File: src/rtl/core/tcst_pkg.sv
package tcst_pkg;

  localparam int WAIT_COUNT_BITS_DEF = 20;
  localparam int LIMIT_W             = 20;
  localparam logic [LIMIT_W-1:0] LIMIT_RESET = 20'd60000;

  // Bit positions in the TCP flag byte
  localparam int FLAG_FIN = 0;
  localparam int FLAG_SYN = 1;
  localparam int FLAG_RST = 2;
  localparam int FLAG_ACK = 4;

  typedef enum logic [3:0] {
    ST_CLOSED      = 4'd0,
    ST_LISTEN      = 4'd1,
    ST_SYN_TX      = 4'd2,
    ST_SYN_RCVD    = 4'd3,
    ST_ESTAB       = 4'd4,
    ST_FIN_WAIT_1  = 4'd5,
    ST_FIN_WAIT_2  = 4'd6,
    ST_CLOSE_WAIT  = 4'd7,
    ST_CLOSING     = 4'd8,
    ST_LAST_ACK    = 4'd9,
    ST_2MSL_WAIT   = 4'd10
  } state_t;

  typedef enum logic [1:0] {
    CMD_PACKET  = 2'd0,
    CMD_TICK    = 2'd1,
    CMD_RESTART = 2'd2
  } cmd_t;

  typedef struct packed {
    cmd_t       cmd;
    logic       from_client;
    logic [7:0] tcp_flags;
  } in_item_t;

  typedef struct packed {
    logic [3:0] client_side_state;
    logic [3:0] server_side_state;
    logic       state_changed;
    logic       may_clean_up;
  } out_item_t;

  // Per-side control for one processing step
  typedef struct packed {
    logic       en;
    logic       pkt;
    logic       tick;
    logic       restart;
    logic [7:0] flags;
  } side_ctl_t;

  // Packet transition of one side; the server side differs only in
  // LISTEN and SYN-sent.
  function automatic state_t next_state(state_t cur, logic [7:0] flags,
                                        logic server_side);
    logic   fin;
    logic   syn;
    logic   ack;
    state_t nx;
    fin = flags[FLAG_FIN];
    syn = flags[FLAG_SYN];
    ack = flags[FLAG_ACK];
    nx  = cur;
    if (flags[FLAG_RST]) begin
      nx = ST_CLOSED;
    end else begin
      case (cur)
        ST_LISTEN: begin
          if (server_side && syn && !ack) nx = ST_SYN_RCVD;
        end
        ST_SYN_TX: begin
          if (!server_side) begin
            if (syn && ack)  nx = ST_ESTAB;
            else if (syn)    nx = ST_SYN_RCVD;
          end
        end
        ST_SYN_RCVD: begin
          if (ack)      nx = ST_ESTAB;
          else if (fin) nx = ST_CLOSE_WAIT;
        end
        ST_ESTAB: begin
          if (fin) nx = ST_CLOSE_WAIT;
        end
        ST_FIN_WAIT_1: begin
          if (fin && ack) nx = ST_2MSL_WAIT;
          else if (ack)   nx = ST_FIN_WAIT_2;
          else if (fin)   nx = ST_CLOSING;
        end
        ST_FIN_WAIT_2: begin
          if (fin) nx = ST_2MSL_WAIT;
        end
        ST_CLOSING: begin
          if (ack) nx = ST_2MSL_WAIT;
        end
        ST_LAST_ACK: begin
          if (ack) nx = ST_CLOSED;
        end
        default: begin
          nx = cur;
        end
      endcase
    end
    return nx;
  endfunction

endpackage

File: src/rtl/core/tcst_side.sv
module tcst_side #(
  parameter int WAIT_COUNT_BITS = tcst_pkg::WAIT_COUNT_BITS_DEF
) (
  input  logic                         clk,
  input  logic                         rst_n,
  input  logic                         server_side,
  input  tcst_pkg::side_ctl_t          ctl,
  input  logic [tcst_pkg::LIMIT_W-1:0] limit,
  output tcst_pkg::state_t             state_nxt,
  output logic                         changed,
  output logic                         wait_done
);

  localparam int CMP_W = (WAIT_COUNT_BITS > tcst_pkg::LIMIT_W) ?
                         WAIT_COUNT_BITS : tcst_pkg::LIMIT_W;

  tcst_pkg::state_t             state_r;
  tcst_pkg::state_t             init_state;
  tcst_pkg::state_t             pkt_state;
  logic [WAIT_COUNT_BITS-1:0]   cnt_r;
  logic [WAIT_COUNT_BITS-1:0]   cnt_nxt;

  assign init_state = server_side ? tcst_pkg::ST_LISTEN : tcst_pkg::ST_SYN_TX;
  assign pkt_state  = tcst_pkg::next_state(state_r, ctl.flags, server_side);

  always_comb begin
    state_nxt = state_r;
    cnt_nxt   = cnt_r;
    changed   = 1'b0;
    if (ctl.pkt) begin
      if (pkt_state != state_r) begin
        changed   = 1'b1;
        state_nxt = pkt_state;
        // restart the dwell count on entry to the closing wait
        if (pkt_state == tcst_pkg::ST_2MSL_WAIT) cnt_nxt = '0;
      end
    end else if (ctl.tick) begin
      if (state_r == tcst_pkg::ST_2MSL_WAIT && cnt_r != '1) begin
        cnt_nxt = cnt_r + 1'b1;
      end
    end else if (ctl.restart) begin
      state_nxt = init_state;
      cnt_nxt   = '0;
    end
  end

  assign wait_done = (state_nxt == tcst_pkg::ST_2MSL_WAIT) &&
                     (CMP_W'(cnt_nxt) >= CMP_W'(limit));

  always_ff @(posedge clk) begin
    if (!rst_n) begin
      state_r <= init_state;
      cnt_r   <= '0;
    end else if (ctl.en) begin
      state_r <= state_nxt;
      cnt_r   <= cnt_nxt;
    end
  end

endmodule

File: src/rtl/core/tcp_connection_state_tracker.sv
// Flow: an item accepted at one edge is processed at the next edge that
//   the result register is free, which loads its result into that register.
// Throughput: one item per cycle while out_stall is low; the input and result registers both stall.
// Reset (rst_n, synchronous, active low): drop all items, load SYN-sent on the
//   client side and LISTEN on the server side, clear both counts, limit 60000.
module tcp_connection_state_tracker #(
  parameter int WAIT_COUNT_BITS = tcst_pkg::WAIT_COUNT_BITS_DEF
) (
  input  logic                         clk,
  input  logic                         rst_n,
  // item input
  input  logic                         in_valid,
  output logic                         in_stall,
  input  tcst_pkg::in_item_t           in_item,
  // result output
  output logic                         out_valid,
  input  logic                         out_stall,
  output tcst_pkg::out_item_t          out_item,
  // closing wait limit register
  input  logic                         cfg_we,
  input  logic [tcst_pkg::LIMIT_W-1:0] cfg_wdata
);

  // Input register: holds one accepted item until it can be processed.
  logic                s1_valid_r;
  tcst_pkg::in_item_t  s1_item_r;
  // Result register
  logic                out_valid_r;
  tcst_pkg::out_item_t out_item_r;
  logic                out_valid_nxt;
  tcst_pkg::out_item_t out_item_nxt;
  // Configuration
  logic [tcst_pkg::LIMIT_W-1:0] limit_r;

  logic                advance;
  logic                accept;
  logic                step;
  logic                is_pkt;
  logic                is_tick;
  logic                is_restart;
  tcst_pkg::side_ctl_t cli_ctl;
  tcst_pkg::side_ctl_t srv_ctl;
  tcst_pkg::state_t    cli_state_nxt;
  tcst_pkg::state_t    srv_state_nxt;
  logic                cli_changed;
  logic                srv_changed;
  logic                cli_wait_done;
  logic                srv_wait_done;

  // The result register frees up when empty or when its item is taken.
  assign advance  = !out_valid_r || !out_stall;
  // Stall the input only when the held item cannot move on this cycle.
  assign in_stall = s1_valid_r && !advance;
  assign accept   = in_valid && !in_stall;
  // Process the held item: the side states update at this same edge, so
  // the next item processed sees the updated states.
  assign step     = s1_valid_r && advance;

  // Decode the command; the unused code leaves everything as is.
  always_comb begin
    is_pkt     = 1'b0;
    is_tick    = 1'b0;
    is_restart = 1'b0;
    case (s1_item_r.cmd)
      tcst_pkg::CMD_PACKET:  is_pkt     = 1'b1;
      tcst_pkg::CMD_TICK:    is_tick    = 1'b1;
      tcst_pkg::CMD_RESTART: is_restart = 1'b1;
      default: begin
        is_pkt = 1'b0;
      end
    endcase
  end

  // A packet from the server moves the client side, and the other way round.
  always_comb begin
    cli_ctl.en      = step;
    cli_ctl.pkt     = is_pkt && !s1_item_r.from_client;
    cli_ctl.tick    = is_tick;
    cli_ctl.restart = is_restart;
    cli_ctl.flags   = s1_item_r.tcp_flags;
    srv_ctl         = cli_ctl;
    srv_ctl.pkt     = is_pkt && s1_item_r.from_client;
  end

  tcst_side #(
    .WAIT_COUNT_BITS (WAIT_COUNT_BITS)
  ) u_client (
    .clk         (clk),
    .rst_n       (rst_n),
    .server_side (1'b0),
    .ctl         (cli_ctl),
    .limit       (limit_r),
    .state_nxt   (cli_state_nxt),
    .changed     (cli_changed),
    .wait_done   (cli_wait_done)
  );

  tcst_side #(
    .WAIT_COUNT_BITS (WAIT_COUNT_BITS)
  ) u_server (
    .clk         (clk),
    .rst_n       (rst_n),
    .server_side (1'b1),
    .ctl         (srv_ctl),
    .limit       (limit_r),
    .state_nxt   (srv_state_nxt),
    .changed     (srv_changed),
    .wait_done   (srv_wait_done)
  );

  // Build the result from the post-step states. Cleanup is allowed when
  // both sides are closed or either side has sat in the closing wait long
  // enough.
  always_comb begin
    out_item_nxt.client_side_state = cli_state_nxt;
    out_item_nxt.server_side_state = srv_state_nxt;
    out_item_nxt.state_changed     = cli_changed || srv_changed;
    out_item_nxt.may_clean_up      =
      ((cli_state_nxt == tcst_pkg::ST_CLOSED) &&
       (srv_state_nxt == tcst_pkg::ST_CLOSED)) ||
      cli_wait_done || srv_wait_done;
  end

  // Hold the result while stalled; a new step replaces it.
  assign out_valid_nxt = step || (out_valid_r && out_stall);

  always_ff @(posedge clk) begin
    if (!rst_n) begin
      s1_valid_r  <= 1'b0;
      out_valid_r <= 1'b0;
      limit_r     <= tcst_pkg::LIMIT_RESET;
    end else begin
      if (accept) begin
        s1_valid_r <= 1'b1;
      end else if (advance) begin
        s1_valid_r <= 1'b0;
      end
      out_valid_r <= out_valid_nxt;
      if (cfg_we) begin
        limit_r <= cfg_wdata;
      end
    end
  end

  // Payload registers: no reset needed.
  always_ff @(posedge clk) begin
    if (accept) begin
      s1_item_r <= in_item;
    end
    if (step) begin
      out_item_r <= out_item_nxt;
    end
  end

  assign out_valid = out_valid_r;
  assign out_item  = out_item_r;

  // A restart always reports the initial states and no change.
  a_restart_result: assert property (@(posedge clk) disable iff (!rst_n)
    step && (s1_item_r.cmd == tcst_pkg::CMD_RESTART) |=>
      (out_item_r.client_side_state == tcst_pkg::ST_SYN_TX) &&
      (out_item_r.server_side_state == tcst_pkg::ST_LISTEN) &&
      !out_item_r.state_changed)
    else $error("restart did not load initial states");

  // Only packets can report a state change.
  a_change_only_pkt: assert property (@(posedge clk) disable iff (!rst_n)
    step && (s1_item_r.cmd != tcst_pkg::CMD_PACKET) |=> !out_item_r.state_changed)
    else $error("state change flagged on a non-packet item");

  // A held item is neither lost nor altered while the result stage is blocked.
  a_hold_input: assert property (@(posedge clk) disable iff (!rst_n)
    s1_valid_r && !advance |=> s1_valid_r && $stable(s1_item_r))
    else $error("input register lost its item");

  // Both sides closed always permits cleanup.
  a_closed_cleanup: assert property (@(posedge clk) disable iff (!rst_n)
    out_valid_r &&
    (out_item_r.client_side_state == tcst_pkg::ST_CLOSED) &&
    (out_item_r.server_side_state == tcst_pkg::ST_CLOSED) |->
      out_item_r.may_clean_up)
    else $error("closed connection not cleanable");

endmodule

File: config.mk
export PLATFORM = sky130hd
export DESIGN_NAME = tcp_connection_state_tracker
export DESIGN_NICKNAME = d
export VERILOG_FILES = /design/src/rtl/core/tcst_pkg.sv /design/src/rtl/core/tcst_side.sv /design/src/rtl/core/tcp_connection_state_tracker.sv
export SDC_FILE = /design/constraint.sdc
export NUM_CORES = 1
export LEC_CHECK = 0
export ABC_CLOCK_PERIOD_IN_PS = 6700
export BUFFER_PORTS_ARGS = -buffer_cell sky130_fd_sc_hd__buf_2
export CORE_MARGIN = 1
export CORE_UTILIZATION = 30
export CTS_CLUSTER_SIZE = 8
export DETAILED_ROUTE_END_ITERATION = 7
export PLACE_DENSITY = 0.53
export SETUP_SLACK_MARGIN = 0.3
export SYNTH_ARGS = -nofsm -noshare
export SYNTH_HDL_FRONTEND = slang
export SYNTH_SLANG_ARGS = --single-unit
export TNS_END_PERCENT = 100
File: constraint.sdc
create_clock -name clk -period 6.7 [get_ports clk]
set_clock_uncertainty 0.2 [all_clocks]
set_input_delay 0.67 -clock clk [delete_from_list [all_inputs] [get_ports clk]]
set_output_delay 0.67 -clock clk [all_outputs]
set_load 0.1 [all_outputs]
Yosys cells after proc, flatten, opt, wreduce, memory -nomap -nowiden
Cells that the tools add are included.
Widths: inputs -> output; s select.
{"block": "word_totals", "regBits": 88, "wordCells": 125, "out_inout_bits": 12}
{"block": "classes", "addsub": 2, "eq_ne": 26, "n_reduce_logical": 29, "n_lt_le_gt_ge": 2, "muxes": 52}
{"cell": "$mux 20", "n": 12}
{"cell": "$mux 4", "n": 29}
{"cell": "$pmux 4 s7", "n": 2}
{"cell": "$add 20x1->20 const B", "n": 2}
{"cell": "$eq 4x4->1 const B", "n": 10}
{"cell": "$ge 20x20->1", "n": 2}
{"cell": "$ne 20x20->1 const B", "n": 2}
{"cell": "$eq 4x3->1 const B", "n": 6}
{"cell": "$logic_and 1x1->1", "n": 14}
{"cell": "$eq 4x2->1 const B", "n": 3}
{"cell": "$mux 1", "n": 9}
{"cell": "$logic_not 4->1", "n": 2}
{"cell": "$ne 4x4->1", "n": 2}
{"cell": "$logic_not 1->1", "n": 6}
{"cell": "$logic_or 1x1->1", "n": 5}
{"cell": "$eq 4x1->1 const B", "n": 1}
{"cell": "$eq 2x1->1 const B", "n": 1}
{"cell": "$eq 2x2->1 const B", "n": 1}
{"cell": "$logic_not 2->1", "n": 1}
{"cell": "$reduce_bool 2->1", "n": 1}

Depth between registers and ports, before layout
Gate-level depths: netlist of run 1.
{"block": "logic_depth", "word_depth": 13, "mapped_depth": 18, "depth_no_buf": 16}

Hierarchy
A second synthesis of run 1 with hierarchy kept.
{"block": "hier_totals", "hier_cells": 900, "hier_area_um2": 7178.1}
{"mod": "tcst_side at u_server", "instances": 1, "seq_area_each_um2": 520.5, "cells_each": 402, "area_each_um2": 2846.5}
{"mod": "tcst_side at u_client", "instances": 1, "seq_area_each_um2": 520.5, "cells_each": 395, "area_each_um2": 2822.7}
{"mod": "tcp_connection_state_tracker", "instances": 1, "seq_area_each_um2": 1071.0, "cells_each": 103, "area_each_um2": 1508.9}

Worst setup path before layout of run 1
OpenSTA, ideal clock, no wires.
{"block": "synth_timing", "path_type": "register to register", "startpoint": "reg s1_item_r, in the netlist cli_ctl[4]", "endpoint": "reg out_item_r, in the netlist out_item[0] (data pin)", "stages_incl_launch_ff": 18, "t_arrival_ps": 3398, "setup_ps": 254, "n_path_buf": 2, "setup_slack_ps": 2848, "cell_sequence": "edfxtp_1 -> buf_2 -> nor2_2 -> nand3_1 -> a2111oi_0 -> a2111oi_2 -> o31a_2 -> buf_2 -> o21ai_0 -> o21ai_0 -> ha_1 -> o21ai_0 -> nor2_1 -> o31ai_1 -> o21ai_0 -> o211ai_1 -> o21ai_0 -> a21o_1"}
{"element": "from (decl)", "line": "tcp_connection_state_tracker.sv:26", "rtl": "tcst_pkg::in_item_t s1_item_r;"}
{"element": "from (signal assigned)", "line": "tcp_connection_state_tracker.sv:148", "rtl": "s1_item_r <= in_item;"}
{"element": "to (signal assigned)", "line": "tcp_connection_state_tracker.sv:151", "rtl": "out_item_r <= out_item_nxt;"}
{"element": "to (decl)", "line": "tcp_connection_state_tracker.sv:29", "rtl": "tcst_pkg::out_item_t out_item_r;"}

==> results.yml, run 1 <==
floorplan:
  die_area_um2: 22300
  initial_core_util_pct: 30.8
  core_um2: 21200
  io-pin-count: 48
  die_w_um: 149
  dieHeight_um: 149
  core.rowCount: 53
place:
  port_buffers: 43
  dp_hpwl_um: 13000
  gp_congestion: 0.827
finish:
  layout.nets: 911
  areaGrowthSynthToFinish_pct: 9.92
  antenna_cells: 0
  utilization_pct: 33.8
  drive_above_1_share_pct: 11.8
grt:
  overflow: 0
  grtUsageMet1_pct: 23.5
  grt_pass1_wl_um: 30300
  gr-usage-met2_pct: 28.3
  grt_start_max_net_pins: 38
  grt.total_usage_pct: 17.4
  grt_busiest_layer: "met2"
  antenna_found_initial: 0
  met3_usage_pct: 2.29
  grt_pass1_vias: 5700
critical_path:
  worst-path-max-fanout: 33
  cp.arrival_ns: 5.00
  cp.required_ns: 6.60
  crit_type: "reg2reg"
  endpoint_kind: "register"
  startpoint_type: "register"
routing:
  drt_iter0_drc: 456
  wl_um: 18700
  route.detailed.drc: 0
  via_per_inst: 5.51
  drtPass1Iterations: 5
  vias: 6135
  wire_per_inst_um: 16.8
  drtAntennaViolNets: 0
status:
  status: "complete, no violations"
synth:
  synthMuxAreaShare_pct: 6.06
  ys_warn_count: 0
  ys_seq_area_share_pct: 29.4
  synth_ff_type: "dfxtp_1"
  synthTopCellsByCount: "83 x nand2_1, 82 x nor2_1, 74 x a21oi_1"
  synthesis.area_um2: 6510
  yosysMostFrequentCell: "nand2_1"
  synth_top_area_cell: "dfxtp_1"
  synthXorXnorAreaFrac_pct: 0.538
  yosys.area.top_type_share_pct: 21.5
  synth_cells: 825
  synth_edf_count: 17
  synth_simple_gate_area_share_pct: 24.6
  synthesis.nets: 903
  synth-compound-area-share_pct: 25.8
  synth_top_family_by_area: "compound AO/OA/AOI/OAI gates"
  yosys.area_share.adder_pct: 8.08
  synth_async_sr_flop_share_pct: 0
  ys_seq_elements: 87
  synth_cell_types: 84
  yosys-top-cells-area: "dfxtp_1 22%, ha_1 8.1%, edfxtp_1 7.8%"
  synth_area_per_cell_um2: 7.89
worst_hold_path:
  min_path_type: "in2reg"
sta:
  slew_violations: 0
  final.period_utilization_pct: 76.2
  min_period_ns: 5.10
  slew_headroom_pct: 46.3
  worst_pin_slew_ns: 0.804
  setup_violations: 0
  finalSetupTns_ns: 0
  rsz0062_at_grt: "false"
  hold_violations: 0
  fmax_ghz: 0.196
cts:
  postCtsSetupRepairBufs: 0
  cts_buffer_depth: 2
  htreeDepth: 3
  clock_latency_ns: 0.36
  root_buffer: "clkbuf_16"
  path_clk_slew_ns: 0.07
  cts.sinks: 87
  cts-resized-gates: 0
  cts_hold_buf: 0
  cts_buffers: 9
  cts_tree: "done"
pwr:
  leakage_nw: 2.81
  powerDensity_nw_per_um2: 177
  ir_drop_v: 0.000127
  finalPower_mw: 1.26
run:
  drv_cap: 0
[path summary, 6_finish.rpt]
| kind | slack (ns) | depth (start not counted) | from | end |
|---|---|---|---|---|
| min reg2reg | 0.30 | 2 | limit_r[18]$_SDFFE_PN0P_ | limit_r[18]$_SDFFE_PN0P_ |
| max | 1.60 | 15 | u_server.state_r[1]$_SDFFE_PN0P_ | out_item[0]$_DFFE_PP_ |
| min | 0.29 | 1 | in_item[8] | s1_item_r[8]$_DFFE_PP_ |
| max reg2reg | 1.60 | 15 | u_server.state_r[1]$_SDFFE_PN0P_ | out_item[0]$_DFFE_PP_ |
[flip-flops by register name (all words and copies together), names as in the netlist]
signal / cells
u_client.cnt_r: 20
u_server.state_r: 4
cli_ctl: 4
s1_item_r: 3
out_valid: 1
u_client.state_r: 4
limit_r: 20
s1_valid_r: 1
out_item: 10
u_server.cnt_r: 20
[report_power, final]
group          total (mW)  internal (mW)  switching (mW)
Sequential          0.569          0.549          0.0201
Clock               0.508          0.260           0.248
Combinational       0.187         0.0602           0.127
Total                1.26          0.869           0.395
[final cells by class]
cell class	instances	area, um^2
clock inverter	7	60.1
sequential	87	1910
multi-input combinational	656	4230
tap	275	344
clock buffer	9	225
inverter	29	109
timing repair buffer	50	268
fill	2231	14000
[stage by stage]
stage / hold WS [ns] / std cells / cell area [um^2] / setup WS (ns)
after floorplan: 0.250 / 825 / 6510 / 2.85
after global placement: 0.276 / 1097 / 6870 / 1.67
after detailed placement: 0.274 / 1097 / 6870 / 1.73
after CTS: 0.280 / 1113 / 7150 / 1.69
after global routing: 0.284 / 1113 / 7150 / 1.20
final: 0.287 / 1113 / 7150 / 1.60
[critical path, stage by stage, from the launching register on]
cell	delay, ns
dfxtp_1	0.79
nor2b_1	0.20
a32oi_1	0.30
o2111ai_1	0.18
a2111oi_2	0.53
o31a_2	0.65
a21oi_1	0.08
a21oi_1	0.19
ha_1	0.25
nor3_1	0.16
nor2_1	0.08
o31ai_1	0.38
o21ai_0	0.24
o211ai_1	0.24
o21ai_0	0.11
a21o_1	0.22
[metal layers]
metal	wire (um)	vias to the layer above
li1	-	3103
met3	710	18
met4	324	0
met2	8590	117
met1	9070	2897
met5	0	-
[cell families after synthesis]
| family | after synthesis |
|---|---|
| AO/OA/AOI/OAI | 260 |
| XOR/XNOR | 4 |
| adder cells (fa/ha/maj) | 42 |
| buffers and inverters | 82 |
| flip-flops | 87 |
| multiplexers | 39 |
| AND/OR/NAND/NOR | 311 |
[cell usage in the layout (no fill, tap or decap), drive strengths merged, types with 8 or more instances in the layout]
master   n
nor2    85
nand2   84
a21oi   74
dfxtp   70
o21ai   65
buf     50
ha      42
mux2i   36
inv     35
a31oi   28
nand3   24
nor3    21
edfxtp  17
nand4   16
o211ai  16
a211oi  14
and3    11
and4     9
nor2b    9
a21o     9
o31ai    9
clkbuf   9
or3      8
Note: power is estimated with default switching activity, not from simulation.
==> run 2: changes to the inputs <==
--- a/config.mk
+++ b/config.mk
@@ -5,13 +5,13 @@
 export SDC_FILE = /design/constraint.sdc
 export NUM_CORES = 1
 export LEC_CHECK = 0
-export ABC_CLOCK_PERIOD_IN_PS = 6700
+export ABC_CLOCK_PERIOD_IN_PS = 4350
 export BUFFER_PORTS_ARGS = -buffer_cell sky130_fd_sc_hd__buf_2
 export CORE_MARGIN = 1
 export CORE_UTILIZATION = 30
 export CTS_CLUSTER_SIZE = 8
 export DETAILED_ROUTE_END_ITERATION = 7
-export PLACE_DENSITY = 0.53
+export PLACE_DENSITY = 0.55
 export SETUP_SLACK_MARGIN = 0.3
 export SYNTH_ARGS = -nofsm -noshare
 export SYNTH_HDL_FRONTEND = slang
==> constraint.sdc (replaced) <==
create_clock -name clk -period 4.35 [get_ports clk]
set_clock_uncertainty 0.2 [all_clocks]
set_input_delay 0.435 -clock clk [delete_from_list [all_inputs] [get_ports clk]]
set_output_delay 0.435 -clock clk [all_outputs]
set_load 0.1 [all_outputs]
==> run 2 against run 1 <==
  * Die area unchanged
  * Hold slack got worse by 0.23 ns
  * Non-clock buffer count up 86
  * Fmax increased by 21%
  * Clock power up 62%
  * Wire length grew 7.6%
  * Sequential power rose by 52%
  * Combinational power increased by 110%
  * Clock-buffer cell count rose by 3
  * Sequential share of layout area fell by 3.2 points
  * Largest power group unchanged
  * Register-to-register slack got worse by 1.5 ns
==> results.yml, run 2 (synthesis gave the netlist of run 1 again) <==
status:
  status: "complete, no violations"
pwr:
  p_comb_share_pct: 19.3
  finalPower_mw: 2.09
  seqPwrFrac_pct: 41.4
  power_switching_share_pct: 28.6
  p_sw_uw: 596
  p_clk_share_pct: 39.4
  internal_power_mw: 1.49
  powerDensity_nw_per_um2: 256
  ir_drop_v: 0.000168
  leakage_nw: 3.33
cts:
  cts.sinks: 87
  clock_latency_ns: 0.35
  cts_hold_buf: 0
  htreeDepth: 3
  cts_buffer_depth: 2
  cts_tree: "done"
  cts_buffers: 9
  path_clk_slew_ns: 0.07
  root_buffer: "clkbuf_16"
critical_path:
  worst-path-max-fanout: 7
  crit_type: "reg2reg"
  endpoint_kind: "register"
  cp.required_ns: 4.37
  cp.arrival_ns: 4.22
  startpoint_type: "register"
floorplan:
  die_area_um2: 22300
  dieHeight_um: 149
  die_w_um: 149
  io-pin-count: 48
  initial_core_util_pct: 30.8
  core.rowCount: 53
  core_um2: 21200
worst_hold_path:
  min_path_type: "in2reg"
place:
  dpl_cell_area_um2: 7330
  dp_hpwl_um: 13800
  port_buffers: 43
  pre_cts_ws_ns: -0.00862
  dp_cells: 1150
  gp_congestion: 0.881
finish:
  layout.cells.non_filler: 1200
  top_regs: "limit_r x20, u_client.cnt_r x20, u_server.cnt_r x20"
  postLayoutCellArea_um2: 8160
  layout.nets: 998
  final_cell_mix: "82 x nand2_1, 82 x nor2_1, 80 x buf_4"
  fillCellCount: 2105
  areaGrowthSynthToFinish_pct: 25.4
  drive_above_1_share_pct: 23.4
  antenna_cells: 0
  utilization_pct: 38.6
sta:
  hold_violations: 0
  layout_setup_ws_ns: 0.146
  slew_violations: 0
  fmax_ghz: 0.238
  setup_violations: 0
  holdWs_ns: 0.0525
  finalSetupTns_ns: 0
  min_period_ns: 4.20
  final.period_utilization_pct: 96.6
  rsz0062_at_grt: "true"
  worst_pin_slew_ns: 0.795
  slew_headroom_pct: 47.0
routing:
  drtPass1Iterations: 5
  drt_iter0_drc: 438
  wl_um: 20100
  wire_per_inst_um: 16.8
  via_per_inst: 5.42
  route.detailed.drc: 0
  vias: 6505
  drtAntennaViolNets: 0
grt:
  grt.total_usage_pct: 18.5
  grt_start_max_net_pins: 38
  grt_pass1_wl_um: 32400
  grt_pass1_vias: 6042
  antenna_found_initial: 0
  overflow: 0
run:
  drv_cap: 0
[run 2: power groups by stage]
| stage | clock network (mW) | registers [mW] | logic (mW) |
|---|---|---|---|
| floorplan | 0 | 0.908 | 0.196 |
| global placement | 0 | 0.882 | 0.333 |
| detailed placement | 0 | 0.882 | 0.335 |
| CTS | 0.840 | 0.863 | 0.397 |
| global route | 0.872 | 0.866 | 0.436 |
| finish | 0.822 | 0.864 | 0.402 |
[run 2: critical path, cell delays in order (launching register included)]
cell and delay [ns]:
edfxtp_1 0.39, buf_6 0.15, buf_12 0.12, mux2_2 0.26, a211oi_2 0.24, buf_4 0.15, buf_4 0.09, buf_4 0.09
buf_4 0.10, buf_4 0.09, buf_4 0.09, buf_4 0.09, buf_4 0.09, buf_4 0.10, buf_4 0.10, buf_4 0.09
buf_4 0.09, buf_4 0.09, buf_4 0.09, buf_4 0.09, buf_4 0.09, buf_4 0.10, nor3_1 0.04, o21a_1 0.24
or4_1 0.51, o21ai_1 0.13, a21o_1 0.15
[run 2: layout make-up]
| type | instances | area (um^2) | area share (%) |
|---|---|---|---|
| Clock inverter | 4 | 50.0 | 0.613 |
| Inverter | 29 | 109 | 1.33 |
| Clock buffer | 12 | 258 | 3.16 |
| Multi-Input combinational cell | 657 | 4430 | 54.3 |
| Tap cell | 275 | 344 | 4.22 |
| Timing Repair Buffer | 136 | 1050 | 12.9 |
| Sequential cell | 87 | 1920 | 23.5 |
[run 2: layer usage]
layer	vias to the layer above	routed length [um]	track usage (%)
li1	3271	-	-
met5	-	0	0
met3	32	898	2.94
met4	0	525	7.14
met1	3055	9380	25.2
met2	147	9320	29.3
[run 2: repair_timing]
item,CTS,global route
endpoints found under the setup margin,1,1
resized for setup,57,4
buffers inserted,31,0
pin swaps,32,3
gates cloned,3,0
[run 2: worst paths after layout]
kind,startpoint,to,slack [ns],depth (start not counted)
worst max register to register,cli_ctl[0]$_DFFE_PP_,out_item[0]$_DFFE_PP_,0.15,26
worst max-delay path,cli_ctl[0]$_DFFE_PP_,out_item[0]$_DFFE_PP_,0.15,26
worst min-delay path,in_item[10],s1_item_r[10]$_DFFE_PP_,0.05,1
worst min register to register,limit_r[7]$_SDFFE_PN0P_,limit_r[7]$_SDFFE_PN0P_,0.30,2
==> run 3: changes to the inputs <==
--- a/config.mk
+++ b/config.mk
@@ -8,10 +8,10 @@
 export ABC_CLOCK_PERIOD_IN_PS = 4350
 export BUFFER_PORTS_ARGS = -buffer_cell sky130_fd_sc_hd__buf_2
 export CORE_MARGIN = 1
-export CORE_UTILIZATION = 30
+export CORE_UTILIZATION = 50
 export CTS_CLUSTER_SIZE = 8
 export DETAILED_ROUTE_END_ITERATION = 7
-export PLACE_DENSITY = 0.55
+export PLACE_DENSITY = 0.79
 export SETUP_SLACK_MARGIN = 0.3
 export SYNTH_ARGS = -nofsm -noshare
 export SYNTH_HDL_FRONTEND = slang
==> run 3 against run 2 <==
  * Utilization increased by 22 points
  * Worst setup slack improved by 0.044 ns
  * Highest routed layer unchanged
  * Cell area decreased by 6.6%
  * Die area decreased by 40%
  * Via count increased by 1.5%
  * Non-clock buffer count decreased by 32
  * Fmax increased by 1.1%
  * Clock power increased by 2%
  * Critical endpoint unchanged
==> results.yml, run 3 (synthesis gave the netlist of run 1 again) <==
finish:
  layout.cells.most_common: "nand2_1"
  top_regs: "limit_r x20, u_client.cnt_r x20, u_server.cnt_r x20"
  fillCellCount: 1140
  drive_above_1_share_pct: 19.0
  layout.nets: 966
  final_cell_mix: "83 x nand2_1, 82 x nor2_1, 74 x a21oi_1"
  postLayoutCellArea_um2: 7620
  antenna_cells: 0
  utilization_pct: 60.1
  areaGrowthSynthToFinish_pct: 17.1
routing:
  wl_um: 18300
  route.detailed.drc: 0
  wire_per_inst_um: 17.2
  drtPass1Iterations: 5
  via_per_inst: 6.20
  drtAntennaViolNets: 0
  drt_iter0_drc: 578
  vias: 6605
worst_hold_path:
  min_path_type: "in2reg"
  worstHoldEndpoint: "s1_item_r[8]$_DFFE_PP_"
  min_from: "in_item[8]"
  hold_path_depth: 1
grt:
  grt_pass1_wl_um: 28800
  overflow: 0
  grt.total_usage_pct: 27.6
  grt_pass1_vias: 5791
  grt_start_max_net_pins: 38
  antenna_found_initial: 0
critical_path:
  cpMostUsedCell: "a21oi_1"
  r2r_start: "cli_ctl[0]$_DFFE_PP_"
  startpoint_type: "register"
  crit_path_top_delay_cell: "a2111oi_4"
  cp.arrival_ns: 4.07
  r2r-end: "out_item[0]$_DFFE_PP_"
  slowest_delay_ns: 0.47
  endpoint_kind: "register"
  cp.required_ns: 4.25
  crit_chain: "buf_4 -> or2_1 -> a32oi_2 -> o2111ai_2 -> a2111oi_4 -> o31a_4 -> buf_12 -> nor2_1 -> a21oi_1 -> ha_1 -> a21oi_1 -> a21oi_1 -> a211oi_2 -> a211oi_1 -> o211ai_1 -> o21ai_1 -> a21o_1"
  regToRegSetupSlack_ns: 0.19
  worst-path-max-fanout: 5
  reg2reg_depth: 17
  crit_type: "reg2reg"
sta:
  final.period_utilization_pct: 95.6
  slew_headroom_pct: 48.2
  rsz0062_at_grt: "true"
  setup_violations: 0
  worst_pin_slew_ns: 0.777
  hold_violations: 0
  slew_violations: 0
  holdWs_ns: 0.0569
  min_period_ns: 4.16
  finalSetupTns_ns: 0
  fmax_ghz: 0.240
floorplan:
  core.rowCount: 41
  core_um2: 12700
  initial_core_util_pct: 51.3
  die_w_um: 116
  io-pin-count: 48
  die_area_um2: 13500
  dieHeight_um: 116
place:
  port_buffers: 43
  gp_congestion: 0.911
  dpl_cell_area_um2: 6990
  dp_hpwl_um: 12400
status:
  status: "complete, no violations"
pwr:
  powerDensity_nw_per_um2: 270
  finalPower_mw: 2.06
  ir_drop_v: 0.000199
  leakage_nw: 3.12
run:
  drv_cap: 0
cts:
  cts_buffer_depth: 2
  cts_buffers: 9
  cts_hold_buf: 0
  path_clk_slew_ns: 0.06
  root_buffer: "clkbuf_16"
  clock_latency_ns: 0.35
  cts_tree: "done"
  cts.sinks: 87
  htreeDepth: 3
[run 3: cell count changes in the layout (fill, tap and decap cells not counted), moves of 4 or more]
cell,delta
a21oi_1,+5
a21oi_2,-5
buf_12,-4
buf_4,-23
o21ai_0,+7
o21ai_1,-5
[run 3: final cells by class]
class / instances / area [um^2] / area share (%)
Timing Repair Buffer: 104 / 706 / 9.26
Sequential cell: 87 / 1920 / 25.2
Multi-Input combinational cell: 657 / 4350 / 57.0
Clock buffer: 10 / 250 / 3.28
Inverter: 29 / 109 / 1.43
Tap cell: 172 / 215 / 2.82
Clock inverter: 6 / 73.8 / 0.969
[run 3: timing repair]
| action | 4_1_cts | 5_1_grt |
|---|---|---|
| gates resized for setup | 27 | 5 |
| pin swaps | 15 | 9 |
| endpoints found under the setup margin | 1 | 1 |
| hold endpoints to repair | 0 | 0 |
| buffers inserted | 15 | 6 |
| gates cloned | 1 | 0 |
[run 3: stage by stage]
step | setup slack (ns) | instances
after CTS | 0.301 | 1059
after floorplan | 0.498 | 825
after detailed placement | -0.0241 | 1027
after global routing | 0.0594 | 1065
after global placement | 0.0195 | 1027
final | 0.190 | 1065
[run 3: power breakdown]
group	leakage, nW	switching (mW)	internal [mW]	total (mW)
Clock	0.153	0.353	0.488	0.842
Sequential	0.732	0.0205	0.846	0.866
Combinational	2.24	0.222	0.129	0.351
[run 3: critical path, delay by kind of cell, from the launching register on]
kind | cells | cell delay (ns)
buffers and inverters | 2 | 0.30
adders and majority gates | 1 | 0.30
DFF | 1 | 0.44
and+or+nand+nor | 2 | 0.27
AOI/OAI and AO/OA | 12 | 2.40
[run 3: layer usage]
metal  global-route usage, %  up-vias  wire length [um]
met1                    37.7     3060              8040
met2                    43.0      291              8310
met4                    11.5        0               450
met5                       0        -                 0
met3                    4.71       38              1460
li1                        -     3216                 -
[run 3: how the worst max path moves through the flow]
stage | slack, ns | depth (start not counted) | startpoint | to
4_1_cts | 0.30 | 15 | cli_ctl[0]$_DFFE_PP_ | out_item[0]$_DFFE_PP_
5_1_grt | 0.06 | 17 | u_server.state_r[3]$_SDFFE_PN0P_ | out_item[0]$_DFFE_PP_
3_3_place_gp | 0.02 | 15 | u_server.state_r[1]$_SDFFE_PN0P_ | out_item[0]$_DFFE_PP_
2_1_floorplan | 0.50 | 17 | cli_ctl[4]$_DFFE_PP_ | out_item[0]$_DFFE_PP_
6_report | 0.19 | 17 | cli_ctl[0]$_DFFE_PP_ | out_item[0]$_DFFE_PP_
3_5_place_dp | -0.02 | 16 | u_server.state_r[2]$_SDFFE_PN0P_ | out_item[0]$_DFFE_PP_
